`src/tws_pkg.sv`:
```
// shared types and constants of the exact-filter weighting block
`timescale 1ns / 1ps
package tws_pkg;

  localparam int MUL_A_W = 34;
  localparam int MUL_B_W = 34;
  localparam int MUL_P_W = MUL_A_W + MUL_B_W;
  localparam int DIV_N_W = 64;
  localparam int DIV_D_W = 40;

  localparam logic [30:0] Q30_ONE      = 31'd1073741824;
  localparam logic [17:0] DEG_TO_Q30   = 18'd146409;
  localparam logic [23:0] PI_Q22       = 24'd13176825;
  localparam logic [31:0] PI_Q30       = 32'd3373259426;
  localparam logic [31:0] HALF_PI_Q30  = 32'd1686629713;
  localparam logic [55:0] EPS_Q30      = 56'd1074;
  localparam logic [55:0] WIDTH_Q30    = 56'd3373267315;
  localparam logic [15:0] FULL_TURN    = 16'd46080;
  localparam logic [15:0] QUARTER_TURN = 16'd11520;

  localparam logic [2:0] CFG_SIZE_X     = 3'd0;
  localparam logic [2:0] CFG_SIZE_Y     = 3'd1;
  localparam logic [2:0] CFG_SIZE_Z     = 3'd2;
  localparam logic [2:0] CFG_THICKNESS  = 3'd3;
  localparam logic [2:0] CFG_TILT_COUNT = 3'd4;

  localparam logic KIND_LOAD = 1'b0;
  localparam logic KIND_EVAL = 1'b1;

  typedef struct packed {
    logic signed [31:0] x;
    logic signed [31:0] y;
    logic signed [31:0] z;
  } tilt_t;

  typedef struct packed {
    logic               start;
    logic [DIV_N_W-1:0] num;
    logic [DIV_D_W-1:0] den;
    logic [6:0]         nbits;
  } div_req_t;

  // reciprocals of the taylor divisors 110, 72, 42, 20, 6, innermost first
  // exact floor for any 32-bit dividend with the shifts in kern_quot
  function automatic logic [32:0] kern_recip(input logic [2:0] idx);
    logic [32:0] m;
    case (idx)
      3'd0:    m = 33'd4997780127;
      3'd1:    m = 33'd7635497416;
      3'd2:    m = 33'd6544712071;
      3'd3:    m = 33'd6871947674;
      default: m = 33'd5726623062;
    endcase
    return m;
  endfunction

  // quotient from the reciprocal product, shift 39, 39, 38, 37, 35
  function automatic logic [30:0] kern_quot(input logic [MUL_P_W-1:0] p,
                                            input logic [2:0] idx);
    logic [30:0] q;
    case (idx)
      3'd0:    q = 31'(p[64:39]);
      3'd1:    q = 31'(p[64:39]);
      3'd2:    q = 31'(p[64:38]);
      3'd3:    q = 31'(p[64:37]);
      default: q = 31'(p[64:35]);
    endcase
    return q;
  endfunction

endpackage

```
`src/tws_mul.sv`:
```
// shared registered multiplier
`timescale 1ns / 1ps
module tws_mul import tws_pkg::*; (
  input  logic               clk,
  input  logic [MUL_A_W-1:0] a,
  input  logic [MUL_B_W-1:0] b,
  output logic [MUL_P_W-1:0] p
);

  always_ff @(posedge clk) begin
    p <= MUL_P_W'(a) * MUL_P_W'(b);
  end

endmodule

```
`config.mk`:
```
export PLATFORM = sky130hd
export DESIGN_NAME = tws_mul
export DESIGN_NICKNAME = d
export VERILOG_FILES = /design/src/tws_pkg.sv /design/src/tws_mul.sv
export SDC_FILE = /design/constraint.sdc
export NUM_CORES = 2
export LEC_CHECK = 0
export BUFFER_PORTS_ARGS = -buffer_cell sky130_fd_sc_hd__buf_2
export CAP_MARGIN = 20
export CORE_UTILIZATION = 35
export DETAILED_ROUTE_END_ITERATION = 16
export SYNTH_ARGS = -nofsm -noshare
export SYNTH_HDL_FRONTEND = slang
export SYNTH_SLANG_ARGS = --single-unit
```
`constraint.sdc`:
```
create_clock -name clk -period 16.3 [get_ports clk]
set_input_delay 1.63 -clock clk [delete_from_list [all_inputs] [get_ports clk]]
set_output_delay 1.63 -clock clk [all_outputs]
set_load 0.02 [all_outputs]
```
# ---- Word-level counts from Yosys, hierarchy flattened
# Cells that the tools add are included.
# W data, S select, Z words.
dict set report op_classes {
  multipliers 1
}
# op count
set op_table {}
lappend op_table {{$mul A34 B34 Y68} 1}
dict set report word_totals {
  register_bits 68
  wordCells 2
  input_bits 69
  output_inout_bits 68
}

# ---- Depth between registers and ports, before layout
dict set report depth {
  depth_word 1
  depth_mapped 29
  ltp_nobuf 27
}

# ---- Worst setup path before layout
# No wires, ideal clock.
dict set report synth_path {
  kind {input-to-reg}
  start {input port b[4]}
  end {register p[66]}
  setup_time_ps 123
  arrival_ps 8172
  required_ps 16177
  path_buffers 3
  path_stages 27
  setup_slack_ps 8006
  path_cell_list {clkbuf_1 -> clkbuf_1 -> nand2_1 -> fa_1 -> fa_1 -> inv_1 -> fa_1 -> inv_1 -> fa_1 -> fa_1 -> inv_1 -> fa_1 -> fa_1 -> inv_1 -> fa_1 -> inv_1 -> ha_1 -> buf_6 -> a21oi_1 -> o21ai_0 -> a211oi_2 -> nor2_1 -> o31ai_1 -> nor3_1 -> nor3_2 -> o21ai_1 -> xor2_1}
}
dict set report synth_between {
  elab_chain_cells 1
}
# item line
set synth_rtl {}
lappend synth_rtl {{start: declaration} tws_mul.sv:6} ;# input logic [MUL_B_W-1:0] b,
lappend synth_rtl {{$mul A34 B34 Y68} tws_mul.sv:11} ;# p <= MUL_P_W'(a) * MUL_P_W'(b);
lappend synth_rtl {{end signal: assignment} tws_mul.sv:11}
lappend synth_rtl {{end: declaration} tws_mul.sv:7} ;# output logic [MUL_P_W-1:0] p
# No other way between the ends.

# ---- Worst setup path in the final report
dict set report layout_path {
  start {input port b[10]}
  end {register p[67]}
}
# Same word-level chain as after synthesis.

==> flow_summary_export.csv <==
group,metric,value,unit
die,ios,137,
global_routing,track_usage,0.202,
global_routing,grt_overflow_total,0,
setup_path,crit_buf_inv,4,
setup_path,worstPathRequired,16600,ps
synth,synth_ff_type,"dfxtp_1",
clock_tree,cts.sinks,68,
die,die_h,335,um
clock_tree,cts_tree,"built",
global_routing,grt_pass1_wl,174000,um
setup_path,slowest_stage,"buf_2",
cells_and_area,fin_nets,5587,
synth,synthesis.nets,5660,
flow_run,max_cap_viol_count,0,
sta,fmax,105,MHz
die,die_x,335,um
place,gp_congestion,0.869,
die,dieArea,112000,sq um
die,rows,121,
place,hpwl,87200,um
synth,syn_avg_cell_area,9.04,sq um
drt,wire_per_inst,19.2,um
drt,wl,109000,um
drt,via_per_inst,4.94,
synth,ys_async_sr_fraction,0,
drt,drt_iter0_drc,1564,
sta,rsz0062_at_grt,"no",
synth,synth_edf_count,0,
die,core,109000,sq um
setup_path,cpPeakStageDelay,660,ps
clock_tree,post_cts_buffers,0,
cells_and_area,area_growth,5.11,%
sta,worst_slew_pin_slew,937,ps
synth,yosys.area.top_type,"fa_1",
synth,synth.most_common_cell,"inv_1",
sta,period_needed,9510,ps
cells_and_area,top_register,"p",
cells_and_area,drive_gt1_frac,0.0443,
drt,via_count,28120,
synth,synth.area.top_cells,"fa_1 (53%), inv_1 (10%), ha_1 (9.2%)",
setup_path,arrival,9810,ps
status,status,"finished clean",
global_routing,grt_max_degree,35,
clock_tree,cts_root_buffer,"clkbuf_16",
setup_path,start_kind,"primary input",
sta,slew_viol_final,0,
clock_tree,clk_path_buf_depth,2,
clock_tree,cts_buffers,9,
cells_and_area,fill_cells,11280,
clock_tree,htreeDepth,3,
sta,setup_viol,0,
clock_tree,ctsHoldBuffers,0,
place,io_buffer_count,136,
drt,ant_nets,0,
synth,yosysUniqueCellTypes,65,
sta,fin_tns_setup,0,ps
min_path,hp-class,"in -> reg",
synth,syn_inst,4287,
drt,drc_errors,0,
synth,syn_area,38800,sq um
setup_path,crit_path_max_fanout,34,
sta,finalHoldViolCount,0,
clock_tree,clkTransAtPathRegs,80,ps
die,initial_core_util,0.355,
setup_path,crit_type,"in -> reg",
setup_path,crit_chain,"buf_2 -> nand2_1 -> fa_1 -> fa_1 -> fa_1 -> inv_1 -> fa_1 -> fa_1 -> fa_1 -> fa_1 -> inv_1 -> fa_1 -> inv_1 -> ha_1 -> nand4_1 -> nor4_1 -> nand2_1 -> a211oi_1 -> a31oi_1 -> a21oi_2 -> a31oi_2 -> o21ai_1 -> xnor2_1",
global_routing,antenna_found_initial,7,
global_routing,grt_pass1_vias,30768,
cells_and_area,largest_register_ff_count,68,
sta,fin_crit_sh,0.583,
synth,ys_top_cells_by_count,"inv_1 (1029), fa_1 (1020), nand2_1 (729)",
synth,seq_area_frac_synth,0.0351,
setup_path,worstSetupEndpointType,"register",
setup_path,path_common_cell,"fa_1",
setup_path,cp_top_family,"adder cells",
clock_tree,post_cts_resized,0,
synth,ys_ff_latch,68,
cells_and_area,reg_top3,"p: 68 flops",
sta,relSlewSlack,0.375,
synth,yosysTopAreaCellShare,0.527,
drt,firstDrtPassIters,5,
synth,ys_warn_count,0,
-- routing by layer --
metal  routed length, um  global-route usage
met4                4180              0.0688
met5                   7                   0
met2               57000               0.363
met1               42700               0.247
met3                5370              0.0256
-- logic make-up after synthesis --
family / after synthesis / share of synthesized area
multiplexers: 1 / 0.000258
AND/OR/NAND/NOR: 1359 / 0.169
buffers and inverters: 1263 / 0.125
AO/OA/AOI/OAI: 226 / 0.0373
XOR/XNOR: 66 / 0.0149
adder cells (fa/ha/maj): 1304 / 0.619
flip-flops: 68 / 0.0351
-- worst paths after layout --
check	slack (ps)	endpoint	cells past startpoint	startpoint
hold / removal	1910	p[0]	2	b[0]
setup / recovery	6790	p[67]	23	b[10]
-- metrics by stage --
stage | instances | instance area, sq um | worst slack, ps | hold slack [ps] | utilization
2_1_floorplan | 4287 | 38800 | 8010 | 1760 | -
6_report | 5696 | 40700 | 6790 | 1910 | 0.373
4_1_cts | 5695 | 40700 | 6920 | 1910 | 0.373
3_5_place_dp | 5679 | 40400 | 6530 | 2050 | 0.370
5_1_grt | 5696 | 40700 | 6530 | 1940 | 0.373
3_3_place_gp | 5679 | 40400 | 6490 | 2050 | 0.370
-- layout make-up --
type | instances | area (sq um) | share of cell area
multi-input combinational | 2956 | 32600 | 0.799
inverter | 1029 | 3860 | 0.0948
tap | 1476 | 1850 | 0.0453
sequential | 68 | 1360 | 0.0334
timing repair buffer | 150 | 786 | 0.0193
clock buffer | 10 | 239 | 0.00587
clock inverter | 6 | 71.3 | 0.00175
antenna | 1 | 2.50 | 0.0000614
-- cells in the final DEF, fill, tap and decap left out, drive strengths merged, types with 13 or more instances in the layout --
cell type / count
a21oi: 82
nor2: 54
o21ai: 61
ha: 284
nor3: 14
xnor2: 43
o21bai: 13
inv: 1030
and2: 504
nand4: 21
fa: 1020
nand2: 729
dfxtp: 68
xor2: 23
buf: 150
a21o: 22
Power is not shown: default switching activity piles up to over one toggle a cycle in this logic, so the estimate is an artifact.
