`config.mk`:
```
export PLATFORM = sky130hd
export DESIGN_NAME = tws_div
export DESIGN_NICKNAME = d
export VERILOG_FILES = /design/src/tws_pkg.sv /design/src/tws_div.sv
export SDC_FILE = /design/constraint.sdc
export NUM_CORES = 1
export LEC_CHECK = 0
export ABC_CLOCK_PERIOD_IN_PS = 29300
export BUFFER_PORTS_ARGS = -buffer_cell sky130_fd_sc_hd__buf_2
export CORE_ASPECT_RATIO = 2
export CORE_MARGIN = 4
export CORE_UTILIZATION = 30
export DETAILED_ROUTE_END_ITERATION = 12
export GPL_TIMING_DRIVEN = 0
export PLACE_DENSITY = 0.51
export SLEW_MARGIN = 30
export SYNTH_ARGS = -nofsm -noshare
export SYNTH_HDL_FRONTEND = slang
export SYNTH_SLANG_ARGS = --single-unit
```
`constraint.sdc`:
```
create_clock -name clk -period 29.3 [get_ports clk]
set_input_delay 2.93 -clock clk [delete_from_list [all_inputs] [get_ports clk]]
set_output_delay 2.93 -clock clk [all_outputs]
set_load 0.005 [all_outputs]
```
`src/tws_pkg.sv`:
```
// shared types and constants of the exact-filter weighting block
`timescale 1ns / 1ps
package tws_pkg;

  localparam int MUL_A_W = 34;
  localparam int MUL_B_W = 34;
  localparam int MUL_P_W = MUL_A_W + MUL_B_W;
  localparam int DIV_N_W = 64;
  localparam int DIV_D_W = 40;

  localparam logic [30:0] Q30_ONE      = 31'd1073741824;
  localparam logic [17:0] DEG_TO_Q30   = 18'd146409;
  localparam logic [23:0] PI_Q22       = 24'd13176825;
  localparam logic [31:0] PI_Q30       = 32'd3373259426;
  localparam logic [31:0] HALF_PI_Q30  = 32'd1686629713;
  localparam logic [55:0] EPS_Q30      = 56'd1074;
  localparam logic [55:0] WIDTH_Q30    = 56'd3373267315;
  localparam logic [15:0] FULL_TURN    = 16'd46080;
  localparam logic [15:0] QUARTER_TURN = 16'd11520;

  localparam logic [2:0] CFG_SIZE_X     = 3'd0;
  localparam logic [2:0] CFG_SIZE_Y     = 3'd1;
  localparam logic [2:0] CFG_SIZE_Z     = 3'd2;
  localparam logic [2:0] CFG_THICKNESS  = 3'd3;
  localparam logic [2:0] CFG_TILT_COUNT = 3'd4;

  localparam logic KIND_LOAD = 1'b0;
  localparam logic KIND_EVAL = 1'b1;

  typedef struct packed {
    logic signed [31:0] x;
    logic signed [31:0] y;
    logic signed [31:0] z;
  } tilt_t;

  typedef struct packed {
    logic               start;
    logic [DIV_N_W-1:0] num;
    logic [DIV_D_W-1:0] den;
    logic [6:0]         nbits;
  } div_req_t;

  // reciprocals of the taylor divisors 110, 72, 42, 20, 6, innermost first
  // exact floor for any 32-bit dividend with the shifts in kern_quot
  function automatic logic [32:0] kern_recip(input logic [2:0] idx);
    logic [32:0] m;
    case (idx)
      3'd0:    m = 33'd4997780127;
      3'd1:    m = 33'd7635497416;
      3'd2:    m = 33'd6544712071;
      3'd3:    m = 33'd6871947674;
      default: m = 33'd5726623062;
    endcase
    return m;
  endfunction

  // quotient from the reciprocal product, shift 39, 39, 38, 37, 35
  function automatic logic [30:0] kern_quot(input logic [MUL_P_W-1:0] p,
                                            input logic [2:0] idx);
    logic [30:0] q;
    case (idx)
      3'd0:    q = 31'(p[64:39]);
      3'd1:    q = 31'(p[64:39]);
      3'd2:    q = 31'(p[64:38]);
      3'd3:    q = 31'(p[64:37]);
      default: q = 31'(p[64:35]);
    endcase
    return q;
  endfunction

endpackage

```
`src/tws_div.sv`:
```
// shared restoring divider, one quotient bit per cycle
`timescale 1ns / 1ps
module tws_div import tws_pkg::*; (
  input  logic               clk,
  input  logic               rst,
  input  div_req_t           req,
  output logic               done,
  output logic [DIV_N_W-1:0] quot
);

  logic               running;
  logic [6:0]         cnt;
  logic [DIV_N_W-1:0] dvd;
  logic [DIV_D_W-1:0] rem;
  logic [DIV_D_W-1:0] den;
  logic [DIV_D_W:0]   remsh;
  logic [DIV_D_W:0]   diff;
  logic               ge;

  assign remsh = {rem, dvd[DIV_N_W-1]};
  assign ge    = remsh >= {1'b0, den};
  assign diff  = remsh - {1'b0, den};

  always_ff @(posedge clk) begin
    if (rst) begin
      running <= 1'b0;
      done    <= 1'b0;
      cnt     <= '0;
    end else begin
      done <= 1'b0;
      if (req.start) begin
        running <= 1'b1;
        cnt     <= req.nbits;
        dvd     <= req.num << (7'd64 - req.nbits);
        rem     <= '0;
        den     <= req.den;
        quot    <= '0;
      end else if (running) begin
        rem  <= ge ? diff[DIV_D_W-1:0] : remsh[DIV_D_W-1:0];
        dvd  <= {dvd[DIV_N_W-2:0], 1'b0};
        quot <= {quot[DIV_N_W-2:0], ge};
        cnt  <= cnt - 7'd1;
        if (cnt == 7'd1) begin
          running <= 1'b0;
          done    <= 1'b1;
        end
      end
    end
  end

endmodule

```
# == Word-level counts from Yosys, hierarchy flattened ==
# Cells that the tools add are included.
# classes
eq_ne,1
muxes,11
reduce_logical,4
shifts,1
add_sub_neg,3
n_bitwise,2
order_cmp,1
# op_table
op,n
64-bit two-way mux,3
40-bit two-way mux,2
64-bit by 7-bit << shifter with 64-bit output,1
41-bit by 40-bit >= comparator with 1-bit output,1
40-bit subtractor,1
7-bit two-way mux,2
"7-bit by 1-bit == test with 1-bit output, second input constant",1
"7-bit by 1-bit subtractor with 7-bit output, second input constant",1
"7-bit subtractor, first input constant",1
1-bit two-way mux,4
2-bit AND reduction,2
3-bit OR reduction,1
1-bit inverter,2
2-bit nonzero test,1
# word_totals
word_cells,30
register_bits,217
in_bits,114

# == Depth between registers and ports, before layout ==
# logic_depth
ltp_word,4
ltp_mapped,16
ltp_nobuf,13

# == Least setup slack after synthesis ==
# Ideal clock, no wire load.
# synth_path
path_kind,in2reg
start,input port req[111] (netlist bit)
end,register running
t_required_ns,29.195
setup_slack_ns,18.106
cell_stages,5
arrival_time_ns,11.088
path_cell_list,clkbuf_1 -> clkbuf_1 -> nor2_1 -> nor2_1 -> and2_1
# synth_between
elab_chain_len,1
# synth_rtl
item,line_no,rtl
start: declaration,tws_div.sv:6,"input div_req_t req,"
1-bit two-way mux,tws_div.sv:31,if (req.start) begin
end signal: assignment,tws_div.sv:26,running <= 1'b0;
end signal: assignment,tws_div.sv:32,running <= 1'b1;
end signal: assignment,tws_div.sv:44,running <= 1'b0;
end: declaration,tws_div.sv:11,logic running;
# Every way passes these cells.
# A chain may end at the register's enable or synchronous reset.

# == Worst setup path after layout ==
# layout_path
start,input port req[0] (netlist bit)
end,register dvd[56] (data pin)
# layout_between
elab_chain_len,3
# layout_rtl
item,line_no,rtl
7-bit subtractor,tws_div.sv:34,dvd <= req.num << (7'd64 - req.nbits);
64-bit by 7-bit << shifter with 64-bit output,tws_div.sv:34,
64-bit two-way mux,tws_div.sv:31,
end signal: assignment,tws_div.sv:34,
end signal: assignment,tws_div.sv:40,"dvd <= {dvd[DIV_N_W-2:0], 1'b0};"
end: declaration,tws_div.sv:13,logic [DIV_N_W-1:0] dvd;
# Every way passes these cells.

==> results.yml <==
clock_network:
  path_clk_slew_ns: 0.07
  cts.path.max_buffers: 3
  post_cts_buffers: 0
  cts_tree: "done"
  numCtsBuffers: 22
  root_buffer: "clkbuf_16"
  clk_latency_ns: 0.52
  post_cts_resized: 0
  h-tree-depth: 1
  holdBufCountCts: 0
  clock_sinks: 217
synth:
  netlist_instances: 1426
  ys_ff_latch: 217
  synth_top_cell_by_area: "edfxtp_1"
  yosysTopAreaCellShare: 0.437
  synthTopCellsByCount: "208 x edfxtp_1, 144 x nand2_1, 126 x nor2_1, 97 x a21oi_1, 95 x inv_1"
  synthArstFlopShare: 0
  synth_nets: 1584
  synth_area_leaders: "edfxtp_1 44%, mux2i_1 6.0%, mux4_2 4.6%"
  ys_seq_area_frac: 0.450
  ys_types: 68
  synth_most_common_cell: "edfxtp_1"
  syn_area_per_cell_um2: 10.0
  synth_ff_type: "edfxtp_1"
  synth_edf_count: 208
  syn-cell-area_um2: 14300
  yosysWarningCount: 0
global_route:
  first_global_vias: 12700
  overflow: 0
  antenna_found_initial: 2
  grt_max_degree: 23
  grt.total_usage: 0.192
  grt_pass1_wl_mm: 75.0
setup_path:
  cp_top_family: "buffers and inverters"
  cp-startpoint: "req[0]"
  path_cells: "buf_2 > buf_2 > buf_2 > inv_1 > ha_1 > buf_2 > buf_1 > clkbuf_1 > nor3_1 > o21ai_1 > nor2_1 > a21oi_1 > o221ai_1"
  worstSetupEndpointType: "flip-flop"
  cpPeakStageDelay_ns: 0.61
  cpMaxStageDelayCell: "clkbuf_1"
  crit_cells: 13
  r2r_start: "dvd[63]$_DFFE_PP_"
  critical_path_class: "input port to flip-flop"
  rr_worst_depth: 13
  rrSetupSlack_ns: 25.69
  worstSetupStartpointType: "input port"
  cp.required_ns: 29.53
  arrival_ns: 7.26
  worstPathMaxFanout: 10
  worstSetupEndpoint: "dvd[56]$_DFFE_PP_"
  crit_top_cell: "buf_2"
  r2r_end: "rem[38]$_SDFFCE_PP0P_"
  crit_buf_inv: 7
die:
  start_util: 0.304
  num_rows: 112
  pin_count: 179
  die_h_um: 317
  coreArea_um2: 46900
  die_w_um: 162
  dieArea_um2: 51400
power:
  p_leak_nw: 6.82
  ir_worst_vdd_v: 0.0000386
  p_per_area_nw_per_um2: 57.6
route:
  vias: 11900
  drtPass1Iterations: 5
  drc: 0
  drt-initial-drc-count: 576
  routedWlPerCell_um: 22.3
  vias_per_cell: 5.21
  wirelength_mm: 51.0
  drtAntennaViolNets: 0
finish:
  drive_gt1_frac: 0.194
  syn_to_final_growth_pct: 19.2
  fin_nets: 1795
sta:
  maxClockFrequency_mhz: 142
  relSlewSlack: 0.414
  period_needed_ns: 7.03
  layout_setup_ws_ns: 22.27
  setup_viol: 0
  hold_violations: 0
  fin_skew_ns: 0.0151
  fin_crit_sh: 0.240
  setup_tns_ns: 0
  worstMarginPinSlew_ns: 0.879
  slew_viol_final: 0
  grt_setup_unrepaired: "false"
placement:
  pre_cts_ws_ns: 21.73
  dp_hpwl_mm: 41.8
  gp_congestion: 0.962
  io_buffers: 175
worst_hold_path:
  min-delay-path-class: "flip-flop to flip-flop"
outcome:
  status: "completed"
run:
  maxCapViolations: 0
[placed cells by master (no fill, tap or decap), drive strengths merged, types with 33 or more instances in the layout]
cell type	synthesis	layout
nor2b	80	80
nor2	126	126
a21oi	104	104
inv	96	96
o221ai	33	33
edfxtp	208	208
buf	39	226
clkbuf	57	82
o22ai	33	33
mux2i	86	86
ha	43	43
o21ai	73	73
nand2	144	144
[logic make-up (layout without fill, tap and decap cells)]
family	after synthesis	after routing	synth area share
buffers and inverters	192	419	0.0561
adders and majority gates	44	44	0.0391
AOI/OAI and AO/OA	350	350	0.162
muxes	126	126	0.115
xor gates and xnor gates	46	46	0.0282
and+or+nand+nor	451	451	0.150
DFF	217	217	0.450
other	0	1	0
[stage by stage]
step | area [um^2] | std cells | util | total power, mW | hold slack (ns)
final | 17000 | 2281 | 0.363 | 0.981 | 0.554
after global routing | 17000 | 2280 | 0.363 | 1.03 | 0.565
after CTS | 17000 | 2280 | 0.363 | 0.993 | 0.555
after detailed placement | 16300 | 2240 | 0.347 | 0.682 | 0.533
after global placement | 15900 | 2228 | 0.340 | 0.680 | 0.533
after floorplan | 14300 | 1426 | - | 0.582 | 0.506
[power by group]
group | internal (mW) | switching [mW]
Combinational | 0.110 | 0.185
Clock | 0.178 | 0.126
Sequential | 0.371 | 0.0112
Total | 0.659 | 0.321
[per-layer routing]
layer  track usage  part of all wire  vias up
met1         0.166              0.31     5689
met4         0.140             0.084        2
li1              -                 -     5631
met5             0           0.00014        -
met3        0.0221             0.039      170
met2         0.391              0.57      401
[flip-flops by register name (all words and copies together), names as in the netlist]
register	flops
cnt	7
den	40
done	1
dvd	64
quot	64
rem	40
running	1
[layout make-up]
type                    instances  area (um^2)
fillers                      4827        29900
multi-input cells            1017         7080
flip-flops and latches        217         6430
repair buffers                187         1180
well taps                     627          785
clock buffers                  25          583
plain buffers                  96          442
inverters                      96          360
clock inverters                15          173
diodes                          1         2.50
[how the worst min path moves through the flow]
stage / startpoint / slack, ns / cells after the start / endpoint
after CTS: dvd[60]$_DFFE_PP_ / 0.55 / 2 / dvd[61]$_DFFE_PP_
after detailed placement: dvd[60]$_DFFE_PP_ / 0.53 / 2 / dvd[61]$_DFFE_PP_
after global placement: dvd[34]$_DFFE_PP_ / 0.53 / 2 / dvd[35]$_DFFE_PP_
after global routing: dvd[33]$_DFFE_PP_ / 0.57 / 2 / dvd[34]$_DFFE_PP_
final: dvd[60]$_DFFE_PP_ / 0.55 / 2 / dvd[61]$_DFFE_PP_
after floorplan: cnt[6]$_SDFFE_PP0N_ / 0.51 / 2 / done$_SDFF_PP0_
[worst register-to-register path: cells and delay by family, from the launching register on]
kind            cells  cell delay, ns
buf+inv             1            0.07
flops               1            0.46
fa+ha+maj           2            0.67
simple gates        1            0.14
compound gates      9            2.02
Note: power is estimated with default switching activity, not from simulation.
